**src/sv/lcrs_pkg.sv**
```systemverilog
// Shared constants, types and helpers of the lane center row scanner.
package lcrs_pkg;

    localparam int BAND_ROWS     = 44;
    localparam int IMAGE_WIDTH   = 320;
    localparam int WORD_BITS     = 32;
    localparam int WB_LOG        = $clog2(WORD_BITS);
    localparam int WORDS_PER_ROW = (IMAGE_WIDTH + WORD_BITS - 1) / WORD_BITS;
    localparam int STORE_DEPTH   = BAND_ROWS * WORDS_PER_ROW;
    localparam int ADDR_W        = $clog2(STORE_DEPTH);
    localparam int LAST_BITS     = IMAGE_WIDTH - (WORDS_PER_ROW - 1) * WORD_BITS;

    localparam int COL_W   = 9;
    localparam int ROW_W   = 6;
    localparam int WIDX_W  = 4;
    localparam int PIX_W   = 32;
    localparam int COLX_W  = COL_W + 1;
    localparam int WCNT_W  = COLX_W - WB_LOG;

    localparam int IN_TDATA_W  = 48;
    localparam int OUT_TDATA_W = 40;
    localparam int OUT_TUSER_W = 2;
    localparam int CFG_IDX_W   = 2;

    localparam logic [WORD_BITS-1:0] LAST_MASK =
        {WORD_BITS{1'b1}} >> (WORD_BITS - LAST_BITS);

    localparam logic [COL_W-1:0] START_COL_RST   = COL_W'(160);
    localparam logic [COL_W-1:0] LEFT_LIMIT_RST  = COL_W'(1);
    localparam logic [COL_W-1:0] RIGHT_LIMIT_RST = COL_W'(318);

    localparam logic [CFG_IDX_W-1:0] CFG_START_COL   = CFG_IDX_W'(0);
    localparam logic [CFG_IDX_W-1:0] CFG_LEFT_LIMIT  = CFG_IDX_W'(1);
    localparam logic [CFG_IDX_W-1:0] CFG_RIGHT_LIMIT = CFG_IDX_W'(2);

    typedef enum logic [2:0] {
        ST_IDLE,
        ST_L_START,
        ST_L_PRIME,
        ST_L_EVAL,
        ST_R_START,
        ST_R_PRIME,
        ST_R_EVAL,
        ST_EMIT
    } t_state;

    typedef struct packed {
        logic              dir_right;
        logic [WCNT_W-1:0] word;
        logic [1:0]        nb;
        logic [COLX_W-1:0] lo;
        logic [COLX_W-1:0] hi;
    } t_search_req;

    typedef struct packed {
        logic              hit;
        logic [WB_LOG-1:0] pos;
    } t_search_res;

    function automatic logic [ADDR_W-1:0] store_addr(input logic [ROW_W-1:0] row,
                                                     input logic [WCNT_W-1:0] word);
        int a;
        a = int'(row) * WORDS_PER_ROW + int'(word);
        return ADDR_W'(a);
    endfunction

endpackage

```
**src/sv/lcrs_word_search.sv**
```systemverilog
// Shared word search unit: pair detect, column window mask and priority pick.
module lcrs_word_search
    import lcrs_pkg::*;
(
    input  t_search_req          i_req,
    input  logic [WORD_BITS-1:0] i_data,
    output t_search_res          o_res
);
    logic [WORD_BITS-1:0] pair;
    logic [WORD_BITS-1:0] lo_mask;
    logic [WORD_BITS-1:0] hi_mask;
    logic [WORD_BITS-1:0] cand;
    logic [WCNT_W-1:0]    lo_w;
    logic [WCNT_W-1:0]    hi_w;
    logic [WB_LOG-1:0]    lo_b;
    logic [WB_LOG-1:0]    hi_b;

    assign lo_w = i_req.lo[COLX_W-1:WB_LOG];
    assign hi_w = i_req.hi[COLX_W-1:WB_LOG];
    assign lo_b = i_req.lo[WB_LOG-1:0];
    assign hi_b = i_req.hi[WB_LOG-1:0];

    always_comb begin
        if (i_req.dir_right) begin
            pair = i_data & {i_data[WORD_BITS-3:0], i_req.nb};
        end else begin
            pair = i_data & {i_req.nb[0], i_data[WORD_BITS-1:1]};
        end

        if (i_req.word > lo_w) begin
            lo_mask = '1;
        end else if (i_req.word == lo_w) begin
            lo_mask = {WORD_BITS{1'b1}} << lo_b;
        end else begin
            lo_mask = '0;
        end

        if (i_req.word < hi_w) begin
            hi_mask = '1;
        end else if (i_req.word == hi_w) begin
            hi_mask = {WORD_BITS{1'b1}} >> (~hi_b);
        end else begin
            hi_mask = '0;
        end

        cand = pair & lo_mask & hi_mask;
    end

    always_comb begin
        o_res.hit = |cand;
        o_res.pos = '0;
        if (i_req.dir_right) begin
            for (int j = WORD_BITS - 1; j >= 0; j--) begin
                if (cand[j]) begin
                    o_res.pos = WB_LOG'(j);
                end
            end
        end else begin
            for (int j = 0; j < WORD_BITS; j++) begin
                if (cand[j]) begin
                    o_res.pos = WB_LOG'(j);
                end
            end
        end
    end
endmodule

```
**config.mk**
```make
export PLATFORM = sky130hd
export DESIGN_NAME = lcrs_word_search
export DESIGN_NICKNAME = d
export VERILOG_FILES = /design/src/sv/lcrs_pkg.sv /design/src/sv/lcrs_word_search.sv
export SDC_FILE = /design/constraint.sdc
export NUM_CORES = 1
export LEC_CHECK = 0
export BUFFER_PORTS_ARGS = -buffer_cell sky130_fd_sc_hd__buf_4
export CORE_ASPECT_RATIO = 0.5
export CORE_MARGIN = 2
export CORE_UTILIZATION = 55
export DETAILED_ROUTE_END_ITERATION = 12
export PLACE_DENSITY_LB_ADDON = 0.12
export RECOVER_POWER = 50
export SYNTH_ARGS = -nofsm -noshare
export SYNTH_HDL_FRONTEND = slang
export SYNTH_SLANG_ARGS = --single-unit
```
**constraint.sdc**
```tcl
create_clock -name vclk -period 4.65
set_clock_uncertainty 0.15 [all_clocks]
set_input_delay 0 -clock vclk [all_inputs]
set_output_delay 0 -clock vclk [all_outputs]
set_load 0.1 [all_outputs]
```
* Word level (Yosys, flattened, before mapping)
Index checks and enable logic that the tools add are counted.
** Cells by class
- $lt $le $gt $ge :: 2
- Eq/ne operators :: 2
- Shift-type cells :: 2
- Muxes and demuxes :: 69
- Bitwise operators :: 5
- Reduce and logical (&&, ||, !) cells :: 1
** Operators by type and width (count)
- $mux 5 :: 63
- $mux 32 :: 5
- $and 32x32->32 :: 4
- $reduce_or 32->1 :: 1
- $shl 32x5->32 const A :: 1
- $shr 32x5->32 const A :: 1
- $eq 5x5->1 :: 2
- $gt 5x5->1 :: 1
- $lt 5x5->1 :: 1
- $not 5->5 :: 1
- $mux 1 :: 1
** Storage, ports and cells
- Register bits after elaboration :: 0
- Input bits :: 60
- Output and inout bits :: 6
- Word-level logic and storage cells :: 81

* Depth between registers and ports, before layout
Gate-level depths: netlist (run 1).
- Depth in word-level cells :: 38
- Mapped depth :: 13

* Least setup slack after synthesis (run 1)
No wires, ideal clock.
- Path type :: input-to-output
- From :: input port i_req[19] (netlist bit)
- To :: output port o_res[1] (netlist bit)
- Data arrival time :: 3.861 ns
- Slack :: 0.639 ns
- Cell stages on the path :: 11
- Path buffers :: 2
- Cell sequence :: inv_1 -> ha_1 -> and2_1 -> buf_6 -> a221o_1 -> nor3_4 -> buf_2 -> o221ai_1 -> a221o_1 -> a211o_1 -> a32oi_1
** RTL lines
- start, declared :: line lcrs_word_search.sv:5 : input t_search_req i_req,
- end, declared :: line lcrs_word_search.sv:7 : output t_search_res o_res

==> run metrics, run 1 <==
outcome=finished clean; FF+latch count=0; YS warnings=0; Sw Share=0.665; routed vias/inst=7.25; maximum VDD drop=0.137 mV; setup TNS=0 ns; DRC Markers=0; drt pass-1 iters=6; Worst EP arrival=3.89 ns; CP max-delay cell=nor3_2; # nets final=505; register area=0 um^2; Top-Level Pins=66; crit path kind=input port to primary output; top-count cell post-synth=nand2_1; layout filler cell count=402; global-route wire length before repair=about 16 mm; GPL Wtd Cong=1.07; number of global-route vias before repair=2998; commonest cells in the netlist=35 x nand2_1, 27 x o211ai_1, 25 x nor2_1, 23 x a21oi_1, 22 x mux2_2; Crit. End Element=primary output; final cycle utilization of the critical path=0.868; Clock buffer cells=0; met3 Use GR=0.0973; setup bufs post-CTS=0; Worst slew margin=0.259; Multi-input gate area=about 0.0024 mm^2; Synth area leaders=mux2_2 9.7%, o211ai_1 7.9%, a211oi_1 5.3%; total grt overflow=0; Post-CTS Resized=0; pwr dens=around 180 mW/mm^2; initial antenna violation count=0; Netlist cell types=61; global routing's busiest layer=met2; layout cells sized above 1=0.236; Synth top area share=0.0966; std cell rows=17; Final setup viols=0; power share of the clock group=0; Internal Pwr Total=187 uW; Worst path most repeated cell=buf_4; FMAX=248 MHz; final WL=between 10 and 15 mm; P_sw=371 uW; wire per inst=21.0 um; Final Cell Area=0.00303 mm^2; fin crit period=4.04 ns; Starting DRT DRC Count=404; crit start category=input port; Synth Instances=around 400; slew of the pin with the lowest slew margin=approximately 1.1 ns; Buf+Inv Stages, Crit Path=3; GR Util met1=0.571; cts-stage hold buffer count=0; critical path's top delay family=compound AO/OA/AOI/OAI gates; Area Overhead vs Synth=18.0%; worst hold path type=input port to primary output; DIE AREA=0.00526 mm^2; Post-DRT Antenna Nets=0; Leak=between 1 and 1.5 nW; Slew Limit Fails=0; leading area contributor after synthesis=mux2_2; crit path cell chain=buf_4, inv_1, ha_1, and2_1, a221o_1, nor3_2, o21ai_0, a2111oi_0, o211ai_1, a32oi_1, buf_4; port bufs=between 60 and 70; Required @ worst endpoint=4.50 ns; RSZ-0062 raised after global routing=false; Die Wd=101 um; max_cap viols=0; Fin. Hold Viols=0; Die Height=52.3 um; Placeable Area=between 0.004 and 0.005 mm^2; Mean Syn Cell Area=roughly 6.6 um^2; Comb power frac=1.000; post-DP HPWL=8.51 mm; # diodes=0; register area share after synthesis=0; Post-DP Area=0.00304 mm^2; sequential power share=0; Starting Density=0.577; CP Max Fanout=19; syn nets=459; Vias=3553; Synth Cell Area=0.00256 mm^2; largest net degree at the start of global routing=47; max incr delay on CP=0.90 ns; GRT Util Overall=0.390; met2 GRT Util=0.601
[area by class of cell]
type / instances / area share
Timing Repair Buffer: 69 / 0.171
Multi-Input combinational cell: 352 / 0.790
Tap cell: 57 / 0.0236
Inverter: 12 / 0.0149
[per-stage QoR]
| stage | util | cells | total power [mW] | worst slack, ns | hold slack (ns) |
|---|---|---|---|---|---|
| after floorplan | - | 389 | 0.398 | 0.639 | 0.722 |
| after global placement | 0.683 | 490 | 0.532 | 1.19 | 0.522 |
| after detailed placement | 0.683 | 490 | 0.542 | 1.07 | 0.530 |
| after CTS | 0.683 | 490 | 0.543 | 1.03 | 0.535 |
| after global routing | 0.681 | 490 | 0.590 | 0.370 | 0.565 |
| final | 0.681 | 490 | 0.558 | 0.613 | 0.546 |
[final timing paths]
check | startpoint | end | slack, ns | depth (start not counted)
worst max-delay path | i_req[18] | o_res[1] | 0.61 | 11
worst min-delay path | i_req[27] | o_res[2] | 0.55 | 4
[power by group through the flow]
stage                     Clock, mW  Sequential (mW)  Combinational (mW)
after floorplan                   0                0               0.398
after global placement            0                0               0.532
after detailed placement          0                0               0.542
after CTS                         0                0               0.543
after global routing              0                0               0.590
final                             0                0               0.558
[placed cells by master (no fill, tap or decap), drive strengths merged, types with 4 or more instances in the layout]
| cell type | n |
|---|---|
| nand3 | 18 |
| a21o | 6 |
| a211oi | 19 |
| o211ai | 27 |
| a2bb2oi | 5 |
| and3 | 10 |
| or3 | 5 |
| a2111oi | 5 |
| o2bb2ai | 6 |
| ha | 10 |
| buf | 69 |
| o22ai | 4 |
| mux2 | 22 |
| a221oi | 4 |
| nor3 | 18 |
| nand2b | 11 |
| nand2 | 36 |
| or2 | 5 |
| a21oi | 24 |
| o211a | 4 |
| nor2 | 25 |
| a221o | 4 |
| o31ai | 4 |
| a211o | 6 |
| and2 | 8 |
| inv | 12 |
| o21ai | 23 |
| o311ai | 7 |
[metal layers]
metal / part of all wire / vias up / wire length [um]
met5: 0 / - / 0
met4: 0.0057 / 0 / 59
met3: 0.14 / 10 / 1440
met2: 0.40 / 256 / 4090
met1: 0.46 / 1636 / 4720
li1: - / 1651 / -
[cell families after synthesis]
family / synth area share
AND/OR/NAND/NOR: 0.283
adder cells (fa/ha/maj): 0.0488
buffers and inverters: 0.0639
AO/OA/AOI/OAI: 0.507
multiplexers: 0.0966
Note: power is estimated with default switching activity, not from simulation.
==> run 2: changes to the inputs <==
- CORE_ASPECT_RATIO: 0.5 -> 0.7
==> run 2 against run 1 <==
  * Power decreased by 0.49%
  * Utilization increased by 0.81 points
  * Global-route usage decreased by 2.4 points
  * Sequential share of layout area unchanged
  * Final cell count decreased by 0.20%
  * Maximum frequency increased by 5.3%
  * Flip-flop and latch count unchanged
  * Via count increased by 2.1%
  * Wire length decreased by 5.6%
  * First-iteration DRC count increased by 37%
  * Critical path type unchanged
  * Largest cell class unchanged
==> run metrics, run 2 (synthesized netlist as in run 1, its figures left out) <==
metal3 WL=1.53 mm; power share of the clock group=0; largest net degree at the start of global routing=between 40 and 50; Final Cell Area=between 0.003 and 0.004 mm^2; DIE AREA=0.00523 mm^2; fin crit period=3.84 ns; number of global-route vias before repair=between 2000 and 3000; Sw Share=0.663; Starting DRT DRC Count=555; Required @ worst endpoint=between 4 and 5 ns; sequential power share=0; final WL=about 9.7 mm; Post-CTS Resized=0; Hold Slack=about 0.54 ns; FF+latch count=0; worst hold path type=input port to primary output; slew of the pin with the lowest slew margin=1.01 ns; DRC Markers=0; Vias=3629; Worst EP arrival=3.69 ns; CP max-delay cell=o21ai_1; max_cap viols=0; RSZ-0062 raised after global routing=false; Crit. End Element=primary output; maximum VDD drop=0.262 mV; # diodes=0; Leak=1.22 nW; Top-Level Pins=66; global-route wire length before repair=15.2 mm; Comb power frac=1.000; routed vias/inst=7.42; outcome=finished clean; CP startpoint=i_req[23]; P_sw=368 uW; initial antenna violation count=0; wire per inst=slightly below 20 um; CP Max Fanout=24; Fin. Hold Viols=0; Internal Pwr Total=188 uW; setup bufs post-CTS=0; crit path cell chain=buf_4, ha_1, nor2b_1, o21ai_1, nand2_1, clkbuf_1, a221oi_2, o221ai_1, a221o_1, a211o_1, a32oi_1, buf_4; Post-DRT Antenna Nets=0; layout cells sized above 1=0.235; uppermost routed layer=met4; drt pass-1 iters=6; post-DP HPWL=7.95 mm; Met1 Wirelength=4.15 mm; Clock buffer cells=0; # nets final=506; register area=0 um^2; cts-stage hold buffer count=0; Area Overhead vs Synth=18.3%; Slew Limit Fails=0; worst setup slack after layout=around 0.81 ns; crit start category=input port; DP Worst Slack=1.19 ns; Non-Filler Instances=489; total grt overflow=0; GPL Wtd Cong=between 1 and 1.5; port bufs=66; crit path kind=input port to primary output; Pwr Total=roughly 560 uW; FMAX=~260 MHz; commonest non-fill, non-tap cell in the layout=buf_4; Placeable Area=0.00440 mm^2; final cycle utilization of the critical path=0.825; wire length on met2=3.84 mm; setup TNS=0 ns; Worst slew margin=0.328; Final setup viols=0; Die Height=61.1 um; placed cell count=489; Worst path most repeated cell=buf_4; Die Wd=85.6 um; Starting Density=0.582; pwr dens=183 mW/mm^2; Post-DP Area=about 0.0030 mm^2; fin util=0.689; GRT Util Overall=0.366; CP endpoint=o_res[1]; max incr delay on CP=between 0.6 and 0.7 ns; std cell rows=20; most frequent cells in the layout=69 x buf_4, 36 x nand2_1, 27 x o211ai_1
run 2: changes by cell type in the layout (fill, tap and decap cells not counted):
cell,previous run,this run
clkbuf_1,0,1
nor3_2,1,0
nor3_4,0,1
run 2: power groups by stage:
| stage | Sequential, mW | Clock (mW) | Combinational [mW] |
|---|---|---|---|
| CTS | 0 | 0 | 0.540 |
| global route | 0 | 0 | 0.588 |
| finish | 0 | 0 | 0.556 |
| global placement | 0 | 0 | 0.535 |
| floorplan | 0 | 0 | 0.398 |
| detailed placement | 0 | 0 | 0.538 |
run 2: layout make-up:
class,count,area (um^2)
multi-input cells,352,2400
fillers,413,1370
repair buffers,70,522
well taps,55,68.8
inverters,12,45.0
run 2: worst min-delay path by stage:
| stage | from | to | depth (start not counted) |
|---|---|---|---|
| 6_report | i_req[27] | o_res[2] | 4 |
| 5_1_grt | i_req[27] | o_res[2] | 4 |
| 4_1_cts | i_req[27] | o_res[2] | 4 |
| 3_5_place_dp | i_req[27] | o_res[2] | 4 |
| 3_3_place_gp | i_req[27] | o_res[2] | 4 |
| 2_1_floorplan | i_data[26] | o_res[4] | 6 |
run 2: routing by layer:
layer | up-vias | GRT usage
met5 | - | 0
met2 | 312 | 0.539
li1 | 1656 | -
met4 | 0 | 0.0680
met1 | 1635 | 0.542
met3 | 26 | 0.0925
run 2: worst max-delay path: cells and delay by family:
family,cells,cell delay [ns]
fa+ha+maj,1,0.32
compound gates,6,2.20
simple gates,2,0.26
buf+inv,3,0.88
==> run 3: changes to the inputs <==
- ABC_AREA: unset -> 1
- clock period: 4.65 -> 3.7 ns (I/O delays scaled with it)
==> run 3 against run 2 <==
  * Synthesized area is 11% lower
  * Combinational power is 35% higher
  * Design area hardly changed
  * Largest power group unchanged
  * Highest routed layer unchanged
  * Wire length is 6.4% lower
==> run metrics, run 3 <==
worst setup slack after layout=around 0.23 ns; Synth top area share=0.283; placed cell count=588; min-delay src=i_req[27]; Comb power frac=1.000; DP Worst Slack=0.269 ns; Pwr Total=748 uW; max_cap viols=0; crit path kind=input port to primary output; layout cells sized above 1=0.235; number of global-route vias before repair=2959; commonest non-fill, non-tap cell in the layout=nand2_1; register area share after synthesis=0; GRT Util Overall=0.372; max incr delay on CP=0.35 ns; FF+latch count=0; most frequent cells in the layout=165 x nand2_1, 79 x buf_4, 73 x inv_1; Worst EP arrival=3.32 ns; fin crit period=about 3.5 ns; Vias=~3600; slew of the pin with the lowest slew margin=0.525 ns; Starting DRT DRC Count=532; Leak=1.74 nW; FMAX=288 MHz; Die Height=57.9 um; CP max-delay cell=ha_1; register area=0 um^2; Synth Instances=between 400 and 500; Slew Limit Fails=0; crit start category=input port; maximum VDD drop=0.539 mV; layout filler cell count=342; GPL Wtd Cong=1.09; std cell rows=19; fin util=0.769; sequential power share=0; CP Max Fanout=7; Required @ worst endpoint=about 3.6 ns; outcome=finished clean; routed vias/inst=~5.9; cts-stage hold buffer count=0; Worst path most repeated cell=nand2_1; Top-Level Pins=66; Netlist cell types=41; Post-DRT Antenna Nets=0; Starting Density=0.579; port bufs=66; Non-Filler Instances=602; Buf+Inv Stages, Crit Path=3; commonest cells in the netlist=172 x nand2_1, 73 x inv_1, 51 x nor2_1, 34 x a21oi_1, 30 x o21ai_0; Hold Slack=0.512 ns; wire per inst=15.1 um; post-DP HPWL=around 7.4 mm; Worst Hold Path Cells=6; final cycle utilization of the critical path=0.938; global-route wire length before repair=13.7 mm; Synth area leaders=nand2_1 28%, inv_1 12%, nor2_1 8.4%; Clock buffer cells=0; top-count cell post-synth=nand2_1; Mean Syn Cell Area=4.80 um^2; power share of the clock group=0; YS warnings=0; Die Wd=between 80 and 90 um; total grt overflow=0; Final setup viols=0; final WL=9.10 mm; syn nets=546; P_sw=505 uW; Crit path depth=42; critical path's top delay family=simple AND/OR/NAND/NOR gates; pwr dens=roughly 250 mW/mm^2; DRC Markers=0; initial antenna violation count=0; Placeable Area=slightly below 0.004 mm^2; largest net degree at the start of global routing=34; leading area contributor after synthesis=nand2_1; drt pass-1 iters=6; Internal Pwr Total=243 uW; Crit. End Element=primary output; DIE AREA=roughly 0.0047 mm^2; Worst Hold End=o_res[0]; Synth Cell Area=0.00228 mm^2; # diodes=0; Fin. Hold Viols=0; Worst slew margin=0.647; Area Overhead vs Synth=32.9%; Sw Share=0.675; worst hold path type=input port to primary output; # nets final=622
## run 3: changes by cell type in the layout (fill, tap and decap cells not counted), moves of 8 or more
cell,change
inv_2,+9
nor2_1,+23
inv_1,+61
nand2_2,+8
nand2_1,+129
o211ai_1,-25
nor3_1,-15
nand2b_1,-11
buf_4,+10
mux2_2,-22
and3_1,-9
a21oi_1,+10
a211oi_1,-12
## run 3: worst min-delay path, stage by stage
cell	delay (ns)
buf_4	0.22
nand2_1	0.11
inv_1	0.04
nand2_1	0.06
nand2_2	0.06
buf_12	0.16
## run 3: cell type report
type | instances | area (um^2) | area share
multi-input combinational | 383 | 2000 | 0.659
timing repair buffer | 83 | 649 | 0.214
inverter | 84 | 320 | 0.105
tap | 52 | 65.1 | 0.0214
## run 3: cells by family after synthesis
group,after synthesis,synth area share
AND/OR/NAND/NOR,269,0.512
AO/OA/AOI/OAI,103,0.268
buffers and inverters,94,0.165
adder cells (fa/ha/maj),10,0.0548
## run 3: repair_timing
action	in CTS	in global routing
buffers inserted	0	13
resized for setup	0	26
setup endpoints to repair	0	1
## run 3: power groups by stage
stage                     clock network (mW)  registers (mW)  logic, mW
after global routing                       0               0      0.800
after floorplan                            0               0      0.493
after detailed placement                   0               0      0.668
after global placement                     0               0      0.662
after CTS                                  0               0      0.670
final                                      0               0      0.748
## run 3: metrics by stage
| stage | setup TNS, ns | cell area [um^2] |
|---|---|---|
| 2_1_floorplan | 0 | 2290 |
| 3_3_place_gp | 0 | 2820 |
| 3_5_place_dp | 0 | 2820 |
| 4_1_cts | 0 | 2820 |
| 5_1_grt | -0.0847 | 3040 |
| 6_report | 0 | 3040 |
## run 3: layer usage
metal / vias up / wire length, um / global-route usage / part of all wire
met3: 51 / 1380 / 0.0826 / 0.15
met5: - / 0 / 0 / 0
met1: 1521 / 3790 / 0.542 / 0.42
li1: 1700 / - / - / -
met4: 0 / 286 / 0.0630 / 0.031
met2: 303 / 3650 / 0.568 / 0.40
## run 3: how the worst max path moves through the flow
stage | startpoint | to
after floorplan | i_req[9] | o_res[1]
after global placement | i_req[26] | o_res[0]
after detailed placement | i_req[9] | o_res[0]
after CTS | i_req[9] | o_res[0]
after global routing | i_req[26] | o_res[0]
final | i_req[26] | o_res[0]
